### src/sv/msdb_pkg.sv
// Shared types and constants for the multisample depth buffer.
// Used by the front end, the command queue, the back end and the top level.
// Depends on nothing else.
package msdb_pkg;

  localparam int PIX_W    = 5;
  localparam int SUB_W    = 3;
  localparam int DEPTH_W  = 32;
  localparam int CHAN_W   = 16;
  localparam int COLOUR_W = 4 * CHAN_W;
  localparam int OUT_W    = 8;
  localparam int LOG2_W   = 2;
  localparam int SW_W     = SUB_W + 1;
  localparam int CMDQ_DEPTH = 2;

  typedef enum logic [1:0] {
    OP_WRITE,
    OP_RESOLVE,
    OP_BLANK
  } op_e;

  typedef struct packed {
    op_e                 op;
    logic [PIX_W-1:0]    px;
    logic [PIX_W-1:0]    py;
    logic [SUB_W-1:0]    sx;
    logic [SUB_W-1:0]    sy;
    logic [DEPTH_W-1:0]  depth;
    logic [COLOUR_W-1:0] colour;
  } cmd_t;

  // Effective subsamples per pixel side: 1 << log2, capped at the layout maximum.
  function automatic logic [SW_W-1:0] sub_width(logic [LOG2_W-1:0] log2, int max_sw);
    int sw;
    sw = 1 << log2;
    if (sw > max_sw) begin
      sw = max_sw;
    end
    return SW_W'(sw);
  endfunction

endpackage

### src/sv/msdb_cmd_fifo.sv
// Short command queue between the front end and the back end.
// Depends on msdb_pkg for the command type and the queue depth.
module msdb_cmd_fifo (
  input  logic           clk_i,
  input  logic           rst_ni,
  input  logic           push_i,
  input  msdb_pkg::cmd_t cmd_i,
  input  logic           pop_i,
  output logic           full_o,
  output logic           empty_o,
  output msdb_pkg::cmd_t head_o
);

  localparam int PTR_W = $clog2(msdb_pkg::CMDQ_DEPTH);
  localparam int CNT_W = PTR_W + 1;

  msdb_pkg::cmd_t   entry_q [msdb_pkg::CMDQ_DEPTH];
  logic [PTR_W-1:0] rd_ptr_q, rd_ptr_d;
  logic [PTR_W-1:0] wr_ptr_q, wr_ptr_d;
  logic [CNT_W-1:0] count_q, count_d;

  assign full_o  = (count_q == CNT_W'(msdb_pkg::CMDQ_DEPTH));
  assign empty_o = (count_q == '0);
  assign head_o  = entry_q[rd_ptr_q];

  always_comb begin
    rd_ptr_d = rd_ptr_q + PTR_W'(pop_i);
    wr_ptr_d = wr_ptr_q + PTR_W'(push_i);
    count_d  = count_q + CNT_W'(push_i) - CNT_W'(pop_i);
  end

  always_ff @(posedge clk_i or negedge rst_ni) begin
    if (!rst_ni) begin
      rd_ptr_q <= '0;
      wr_ptr_q <= '0;
      count_q  <= '0;
    end else begin
      rd_ptr_q <= rd_ptr_d;
      wr_ptr_q <= wr_ptr_d;
      count_q  <= count_d;
    end
  end

  always_ff @(posedge clk_i) begin
    if (push_i) begin
      entry_q[wr_ptr_q] <= cmd_i;
    end
  end

endmodule

### config.mk
export PLATFORM = sky130hd
export DESIGN_NAME = msdb_cmd_fifo
export DESIGN_NICKNAME = d
export VERILOG_FILES = /design/src/sv/msdb_pkg.sv /design/src/sv/msdb_cmd_fifo.sv
export SDC_FILE = /design/constraint.sdc
export NUM_CORES = 1
export LEC_CHECK = 0
export ABC_AREA = 1
export CORE_MARGIN = 2
export CORE_UTILIZATION = 56
export CTS_BUF_LIST = sky130_fd_sc_hd__clkbuf_4 sky130_fd_sc_hd__clkbuf_8 sky130_fd_sc_hd__clkbuf_16
export CTS_CLUSTER_DIAMETER = 40
export DETAILED_ROUTE_END_ITERATION = 12
export DONT_BUFFER_PORTS = 1
export GPL_ROUTABILITY_DRIVEN = 0
export HOLD_SLACK_MARGIN = 0.02
export MAX_ROUTING_LAYER = met4
export PLACE_DENSITY = 0.74
export REMOVE_ABC_BUFFERS = 1
export SETUP_SLACK_MARGIN = 0.15
export SLEW_MARGIN = 20
export SYNTH_ARGS = -nofsm -noshare
export SYNTH_HDL_FRONTEND = slang
export SYNTH_SLANG_ARGS = --single-unit
### constraint.sdc
create_clock -name clk_i -period 3.8 [get_ports clk_i]
set_input_delay 0.19 -clock clk_i [delete_from_list [all_inputs] [get_ports clk_i]]
set_output_delay 0.19 -clock clk_i [all_outputs]
set_load 0.01 [all_outputs]
==> summary.md, run 1 <==
| Metric | Value |
|---|---|
| DR vias | `4964` |
| Finished layout cell area | `10900 µm²` |
| Final number of hold-violating endpoints | `0` |
| Leak | `4.26 nW` |
| CTS max path bufs | `3` |
| I/O pins | `234` |
| Synthesized area | `8620 µm²` |
| Die width | `128 µm` |
| Worst reg2reg path depth | `3` |
| Worst reg2reg setup slack | `1.86 ns` |
| Power per standard cell area | `723 nW/µm²` |
| DP HPWL | `9600 µm` |
| Overall Global Routing Usage | `20.1%` |
| Worst Path Max Fanout | `100` |
| Crit end category | `output pin` |
| Worst Tran Pin Value | `0.900 ns` |
| Startpoint Class | `register` |
| Met1 track demand over resource | `22.8%` |
| Clock Skew | `0.00844 ns` |
| Leading cell type in the layout, fill and taps excluded | `edfxtp_1` |
| Grt met2 use | `35.4%` |
| Final net count | `868` |
| Critical Path AT | `2.29 ns` |
| First-pass GRT wire length | `24800 µm` |
| Routed wire length | `16700 µm` |
| First DRT Iteration DRCs | `401` |
| Worst r2r dst | `entry_q[0][99]` |
| Remaining antenna violation count after routing | `0` |
| Layout area overhead | `26.5%` |
| Dpl cell area | `8820 µm²` |
| Final Power | `7.88 mW` |
| Final WS setup | `1.32 ns` |
| ANT cells | `0` |
| Synthesis-stage register bit count | `232` |
| Total grt overflow | `0` |
| CTS H-tree depth | `1` |
| Critical path startpoint | `rd_ptr_q` |
| Status | `finished, final reports clean` |
| Initial antenna violation count | `0` |
| CTS tree | `done` |
| Maximum capacitance violations | `0` |
| Die H | `128 µm` |
| CTS root buf | `clkbuf_16` |
| Met3 Usage GRT | `5.18%` |
| Clk Latency, worst-skew pair | `0.50 ns` |
| Post-route minimum period | `2.48 ns` |
| Yosys warns | `0` |
| Drc violations | `0` |
| Setup Viol. Count Final | `0` |
| Post-synthesis sequential area ratio | `80.6%` |
| Most frequent cells in the layout | `edfxtp_1 (228), inv_1 (121), nand2_1 (119)` |
| Number of buffers created by CTS | `26` |
| Slew Limit Fails | `0` |
| Unrepaired setup endpoints after global routing | `no` |
| F_max | `0.403 GHz` |
| Drt wl/cell | `17.5 µm` |
| Critical path required time | `3.61 ns` |
| Worst Hold Class | `input pin to register` |
| Vias in the first global route | `5038` |
| Worst vdd ir | `554 µV` |
| Share of cells above drive strength 1 | `6.79%` |
| Hold path startpoint | `pop_i` |
| Crit Path Category | `register to output pin` |
| First-pass DRT Iterations | `4` |
| Post-layout util | `72.0%` |
| Vias per cell | `5.20` |
| Synth Area per Inst | `13.9 µm²` |
| Starting Density | `56.9%` |
| Largest net degree at the start of global routing | `101` |
| Die ar. | `16400 µm²` |
| Gate Count Post-Synth | `619` |
| Crit path capture | `head_o[11]` |
| R2R Path Start | `wr_ptr_q` |
| Slew Limit Headroom | `40.0%` |
| FP Rows | `45` |
| Busiest grt layer | `met2` |
| Final period util | `65.3%` |
| Clock slew at reported path FFs | `0.06 ns` |
| Count of input and output buffers | `0` |
| CORE AREA | `15100 µm²` |
| Dpl ws | `1.86 ns` |
| Unique masters post-synth | `12` |
| CTS sink cnt | `232` |
[layout make-up]
cell class,count,area [µm²]
repair buffers,124,1250
clock buffers,29,691
well taps,188,235
flip-flops and latches,232,6950
clock inverters,19,209
multi-input cells,241,1110
inverters,121,454
fillers,908,4240
[how the worst min path moves through the flow]
| stage | endpoint | slack [ns] | cells past startpoint |
|---|---|---|---|
| after floorplan | count_q[0] | -0.11 | 0 |
| after global placement | count_q[0] | -0.11 | 0 |
| after detailed placement | count_q[0] | -0.11 | 0 |
| after CTS | count_q[1] | 0.05 | 4 |
| after global routing | count_q[1] | 0.1 | 4 |
| final | count_q[1] | 0.09 | 4 |
[worst max-delay path, stage by stage (launching register included)]
cell and delay, ns:
dfrtp_4 1.02, buf_4 0.42, nand2_1 0.12, o21ai_0 0.21
[logic make-up (layout without fill, tap and decap cells)]
family | after synthesis | in the layout | share of synthesized area (%)
DFF | 232 | 232 | 80.6
buffers and inverters | 146 | 293 | 6.79
and+or+nand+nor | 122 | 122 | 5.33
AOI/OAI and AO/OA | 114 | 114 | 6.62
adders and majority gates | 4 | 4 | 0.581
xor gates and xnor gates | 1 | 1 | 0.102
[cells in the mapped netlist]
cell type	number	share of area, %
nand2_1	119	5.2
edfxtp_1	228	79
dfrtp_1	4	1.2
clkbuf_1	1	0.043
buf_4	3	0.26
xor2_1	1	0.10
inv_1	121	5.3
o21ai_0	114	6.6
ha_1	4	0.58
nor2_1	2	0.087
buf_2	21	1.2
nand3_1	1	0.058
[sequential cells by signal, indices dropped and copies added (netlist names)]
register  flops
entry_q     228
wr_ptr_q      1
rd_ptr_q      1
count_q       2
[per-stage QoR]
| step | setup TNS [ns] | std cells | hold WS, ns |
|---|---|---|---|
| final | 0 | 954 | 0.0948 |
| after global routing | 0 | 954 | 0.0972 |
| after CTS | 0 | 954 | 0.0501 |
| after detailed placement | 0 | 788 | -0.105 |
| after global placement | 0 | 788 | -0.105 |
| after floorplan | -35.91 | 594 | -0.106 |
[routing by layer]
layer / wire, µm / vias up
met3: 1320 / 30
met4: 292 / 0
li1: - / 2348
met1: 6370 / 2383
met5: 0 / -
met2: 8710 / 203
[where the power goes]
group | internal [mW] | switching (mW)
combinational | 0.409 | 1.26
clock | 1.59 | 0.957
sequential | 3.40 | 0.262
total | 5.40 | 2.48
[repair_timing]
item,CTS,global route
hold endpoints to repair,236,0
hold buffers,118,0
setup buffers,0,0
resized for setup,0,0
No activity file was read; power rests on OpenSTA's default activity.
==> run 2: changes to the inputs <==
- clock period: 3.8 -> 2.2 ns (I/O delays scaled with it)
==> run 2 against run 1 <==
Compared with the run above: utilization grew 0.72 points; wire length up 1.4%; clock power grew 69%; cell count increased by 0.84%; sequential share of layout area shrank 0.63 points; largest power group unchanged.
==> summary.md, run 2 (synthesis gave the netlist of run 1 again) <==
| Metric | Value |
|---|---|
| Status | `finished, final reports clean` |
| Worst Tran Pin Value | `0.582 ns` |
| Die H | `128 µm` |
| Drc violations | `0` |
| CP max-delay cell | `dfrtp_4` |
| Number of cells after detailed placement | `792` |
| Int Power | `9.30 mW` |
| Die ar. | `16400 µm²` |
| Vias per cell | `5.15` |
| Sw frac | `32.2%` |
| Seq. cell area | `6950 µm²` |
| Clock Skew | `0.00942 ns` |
| Finished layout cell area | `11000 µm²` |
| Die width | `128 µm` |
| I/O pins | `234` |
| Most frequent cells in the layout | `edfxtp_1 (228), inv_1 (121), nand2_1 (119)` |
| Overall Global Routing Usage | `20.7%` |
| Gate power share | `23.6%` |
| Clock slew at reported path FFs | `0.05 ns` |
| Setup Viol. Count Final | `0` |
| CTS tree | `done` |
| Crit end category | `output pin` |
| Biggest regs | `entry_q (228), count_q (2)` |
| Critical Path AT | `1.84 ns` |
| Crit path buffers/inverters | `1` |
| Worst Hold Class | `input pin to register` |
| Slew Limit Headroom | `60.8%` |
| FP Rows | `45` |
| Critical path required time | `2.09 ns` |
| Unrepaired setup endpoints after global routing | `no` |
| Maximum capacitance violations | `0` |
| Final number of hold-violating endpoints | `0` |
| Remaining antenna violation count after routing | `0` |
| Total grt overflow | `0` |
| Share of cells above drive strength 1 | `8.14%` |
| Drt wl/cell | `17.6 µm` |
| Worst vdd ir | `968 µV` |
| R2R Path Start | `wr_ptr_q` |
| Leading cell type in the layout, fill and taps excluded | `edfxtp_1` |
| Setup TNS | `0 ns` |
| F_max | `0.513 GHz` |
| Psw | `4.41 mW` |
| CTS root buf | `clkbuf_16` |
| ANT cells | `0` |
| DP HPWL | `9620 µm` |
| CP top delay family | `flip-flops` |
| Largest register FFs | `228` |
| Multi-input combinational cell area | `1110 µm²` |
| Layout area overhead | `27.8%` |
| Dpl cell area | `8920 µm²` |
| # fillers | `903` |
| CP max stage delay | `0.60 ns` |
| Clock Power Share | `31.5%` |
| Register share of total power | `44.9%` |
| Largest net degree at the start of global routing | `74` |
| Most flop-heavy register | `entry_q` |
| Hold EP | `entry_q[1][71]` |
| CTS H-tree depth | `1` |
| Routed wire length | `16900 µm` |
| Finished Layout Cells | `962` |
| Worst Path Max Fanout | `73` |
| Crit Path Category | `register to output pin` |
| Worst reg2reg path depth | `3` |
| Starting Density | `56.9%` |
| Hold path startpoint | `push_i` |
| Initial antenna violation count | `0` |
| CTS max path bufs | `3` |
| First-pass DRT Iterations | `4` |
| Post-route minimum period | `1.95 ns` |
| Number of buffers created by CTS | `28` |
| Slew Limit Fails | `0` |
| DR vias | `4959` |
| Power per standard cell area | `1240 nW/µm²` |
| Final period util | `88.6%` |
| First DRT Iteration DRCs | `291` |
| CTS sink cnt | `232` |
| Cell Chain, Critical Path | `buf_12 -> o21ai_0` |
| Worst r2r dst | `entry_q[0][106]` |
| Final Power | `13.7 mW` |
| Worst reg2reg setup slack | `0.63 ns` |
| Hold depth | `2` |
| Count of input and output buffers | `0` |
| Startpoint Class | `register` |
| First-pass GRT wire length | `25600 µm` |
| Final net count | `875` |
| Leak | `4.31 nW` |
| CORE AREA | `15100 µm²` |
| Vias in the first global route | `5181` |
| Clk Latency, worst-skew pair | `0.51 ns` |
[run 2: worst register-to-register path: stages (launching register included)]
cell and delay [ns]:
dfrtp_1 0.40, inv_1 0.10, ha_4 0.41, buf_4 0.34
[run 2: through the flow]
stage               hold slack (ns)  setup WS, ns  utilization [%]
detailed placement           -0.185         0.623             58.9
floorplan                    -0.186         -1.84                -
finish                        0.146         0.251             72.7
CTS                           0.130         0.152             72.6
global placement             -0.185         0.625             58.9
global route                  0.129         0.190             72.7
[run 2: routing by layer]
| metal | vias to the layer above | share of wire (%) | global-route usage, % |
|---|---|---|---|
| li1 | 2363 | - | - |
| met1 | 2368 | 38 | 22.9 |
| met2 | 201 | 52 | 36.6 |
| met3 | 27 | 8.4 | 6.01 |
| met4 | 0 | 1.6 | 6.21 |
| met5 | - | 0 | - |
[run 2: power groups by stage]
stage	clock network [mW]	logic, mW	registers (mW)
floorplan	0	1.62	6.44
global placement	0	2.87	6.23
detailed placement	0	2.95	6.26
CTS	4.39	3.17	6.18
global route	4.59	3.60	6.22
finish	4.32	3.24	6.15
[run 2: what timing repair did]
action	in CTS	in global routing
hold buffers	118	0
hold endpoints to repair	236	0
gates resized for setup	1	2
endpoints found under the setup margin	1	23
buffers inserted	0	1
[run 2: area by class of cell]
| class | instances | area share (%) |
|---|---|---|
| clock buffers | 33 | 6.86 |
| flip-flops and latches | 232 | 63.1 |
| clock inverters | 18 | 1.35 |
| well taps | 188 | 2.14 |
| inverters | 121 | 4.12 |
| multi-input cells | 241 | 10.1 |
| repair buffers | 129 | 12.3 |
[run 2: worst max path at each step]
stage,end,slack (ns),cells past startpoint,start
2_1_floorplan,head_o[0],-1.84,1,rd_ptr_q
3_3_place_gp,entry_q[0][75],0.62,3,wr_ptr_q
3_5_place_dp,entry_q[0][75],0.62,3,wr_ptr_q
4_1_cts,head_o[6],0.15,2,rd_ptr_q
5_1_grt,head_o[102],0.19,2,rd_ptr_q
6_report,head_o[43],0.25,2,rd_ptr_q
==> run 3: changes to the inputs <==
- CORE_ASPECT_RATIO: default -> 2
- clock period: 2.2 -> 1.7 ns (I/O delays scaled with it)
==> run 3 against run 2 <==
Compared with the run above: the flow now finishes with violations (negative setup slack); sequential share of layout area shrank 7.2 points; count of clock-buffer cells in the layout shrank 8; worst setup slack worse by 0.28 ns; die area increased by 0.37%; worst hold slack better by 0.11 ns; global-route usage is 4.5 points higher; flip-flop and latch count unchanged; highest routed layer unchanged.
==> summary.md, run 3 (synthesis gave the netlist of run 1 again) <==
| Metric | Value |
|---|---|
| Status | `finished, violations left` |
| Failing checks | `negative setup slack` |
| F_max | `0.578 GHz` |
| Share of cells above drive strength 1 | `31.6%` |
| Final WS setup | `-0.0293 ns` |
| Clock Skew | `0.00900 ns` |
| FP Rows | `64` |
| Die ar. | `16500 µm²` |
| Most frequent cells in the layout | `edfxtp_1 (228), inv_1 (121), dlygate4sd3_1 (118)` |
| Worst Hold Class | `input pin to register` |
| Critical Path AT | `1.64 ns` |
| Largest net degree at the start of global routing | `67` |
| CTS tree | `done` |
| I/O pins | `234` |
| DP HPWL | `11100 µm` |
| Starting Density | `56.7%` |
| Maximum capacitance violations | `0` |
| Count of input and output buffers | `0` |
| Crit Path Category | `register to output pin` |
| Total grt overflow | `0` |
| Crit end category | `output pin` |
| Initial antenna violation count | `5` |
| CORE AREA | `15200 µm²` |
| Overall Global Routing Usage | `25.2%` |
| DR vias | `5403` |
| Critical path required time | `1.62 ns` |
| Worst reg2reg setup slack | `0.35 ns` |
| Metal3 WL | `1330 µm` |
| Routed wire length | `23400 µm` |
| Largest register FFs | `228` |
| Number of cells after detailed placement | `812` |
| Post-route minimum period | `1.73 ns` |
| Setup Viol. Count Final | `23` |
| CTS H-tree depth | `1` |
| Leak | `4.67 nW` |
| Met2 wire len | `13400 µm` |
| CTS root buf | `clkbuf_16` |
| Drc violations | `0` |
| First-pass GRT wire length | `30200 µm` |
| Clock slew at reported path FFs | `0.07 ns` |
| Slew Limit Fails | `0` |
| Vias per cell | `5.52` |
| Worst reg2reg path depth | `3` |
| Worst Path Max Fanout | `8` |
| First-pass DRT Iterations | `5` |
| Worst Tran Pin Value | `0.582 ns` |
| Drt wl/cell | `24.0 µm` |
| CTS max path bufs | `3` |
| Number of buffers created by CTS | `19` |
| CTS sink cnt | `232` |
| Final period util | `102%` |
| Final net count | `886` |
| Unrepaired setup endpoints after global routing | `yes` |
| Final number of hold-violating endpoints | `0` |
| Vias in the first global route | `5619` |
| Most flop-heavy register | `entry_q` |
| First DRT Iteration DRCs | `412` |
| Startpoint Class | `register` |
| Power per standard cell area | `1680 nW/µm²` |
| Wire length on met1 | `7160 µm` |
| Layout area overhead | `44.3%` |
| Finished Layout Cells | `978` |
| Dpl cell area | `8990 µm²` |
| Remaining antenna violation count after routing | `0` |
| Worst vdd ir | `1390 µV` |
| Leading cell type in the layout, fill and taps excluded | `edfxtp_1` |
| Die width | `91.7 µm` |
| Die H | `179 µm` |
| Clk Latency, worst-skew pair | `0.48 ns` |
| Top Metal Used | `met4` |
| Biggest regs | `entry_q (228), count_q (2)` |
| Slew Limit Headroom | `60.8%` |
| Hold depth | `1` |
| Dpl ws | `0.264 ns` |
| Finished layout cell area | `12400 µm²` |
[run 3: cell types whose count changed in the layout (fill, tap and decap cells not counted), sizes merged, moves of 2 or more]
cell	before	now
clkinv	11	3
bufinv	1	3
diode	0	5
buf	11	25
clkbuf	33	30
inv	124	121
clkinvlp	3	1
[run 3: report_power, final]
part	leakage (nW)	total [mW]	switching, mW	internal (mW)
logic	2.17	8.41	5.37	3.05
registers	2.19	8.00	0.403	7.60
clock network	0.319	4.52	1.88	2.64
total	4.67	20.9	7.65	13.3
[run 3: area by class of cell]
class                           count  area (µm²)
Sequential cell                   232        6950
Multi-Input combinational cell    241        2400
Timing Repair Buffer              149        1730
Clock inverter                      7         113
Antenna cell                        5        12.5
Tap cell                          198         248
Clock buffer                       25         527
Fill cell                         686        2780
Inverter                          121         454
[run 3: worst paths after layout]
path,startpoint,to
max in group asynchronous,rst_ni,rd_ptr_q
hold / removal,cmd_i[61],entry_q[0][61]
min in group asynchronous,rst_ni,rd_ptr_q
setup / recovery,rd_ptr_q,head_o[25]
setup reg to reg,wr_ptr_q,entry_q[0][62]
hold reg to reg,count_q[1],count_q[1]
[run 3: what timing repair did]
action	CTS	global route
hold endpoints to repair	244	0
buffers inserted	4	0
cloned	1	6
hold buffers	118	0
endpoints found under the setup margin	114	114
resized for setup	284	128
pin swaps	40	7
[run 3: critical path: stages, from the launching register on]
cell and delay [ns]:
dfrtp_4 0.51, buf_6 0.16, o21ai_0 0.49
[run 3: metrics by stage]
step	hold slack [ns]	power (mW)	util (%)	TNS, ns
finish	0.261	20.9	81.7	-0.252
global route	0.250	21.7	81.7	-1.39
CTS	0.249	18.8	76.7	-0.0934
detailed placement	-0.210	12.1	59.1	0
global placement	-0.210	11.9	59.1	0
floorplan	-0.211	10.1	-	-684.79
[run 3: per-layer routing]
layer / track usage, % / vias to the layer above
met4: 15.5 / 0
met3: 4.86 / 94
li1: - / 2383
met1: 22.6 / 2654
met2: 46.8 / 272
met5: - / -
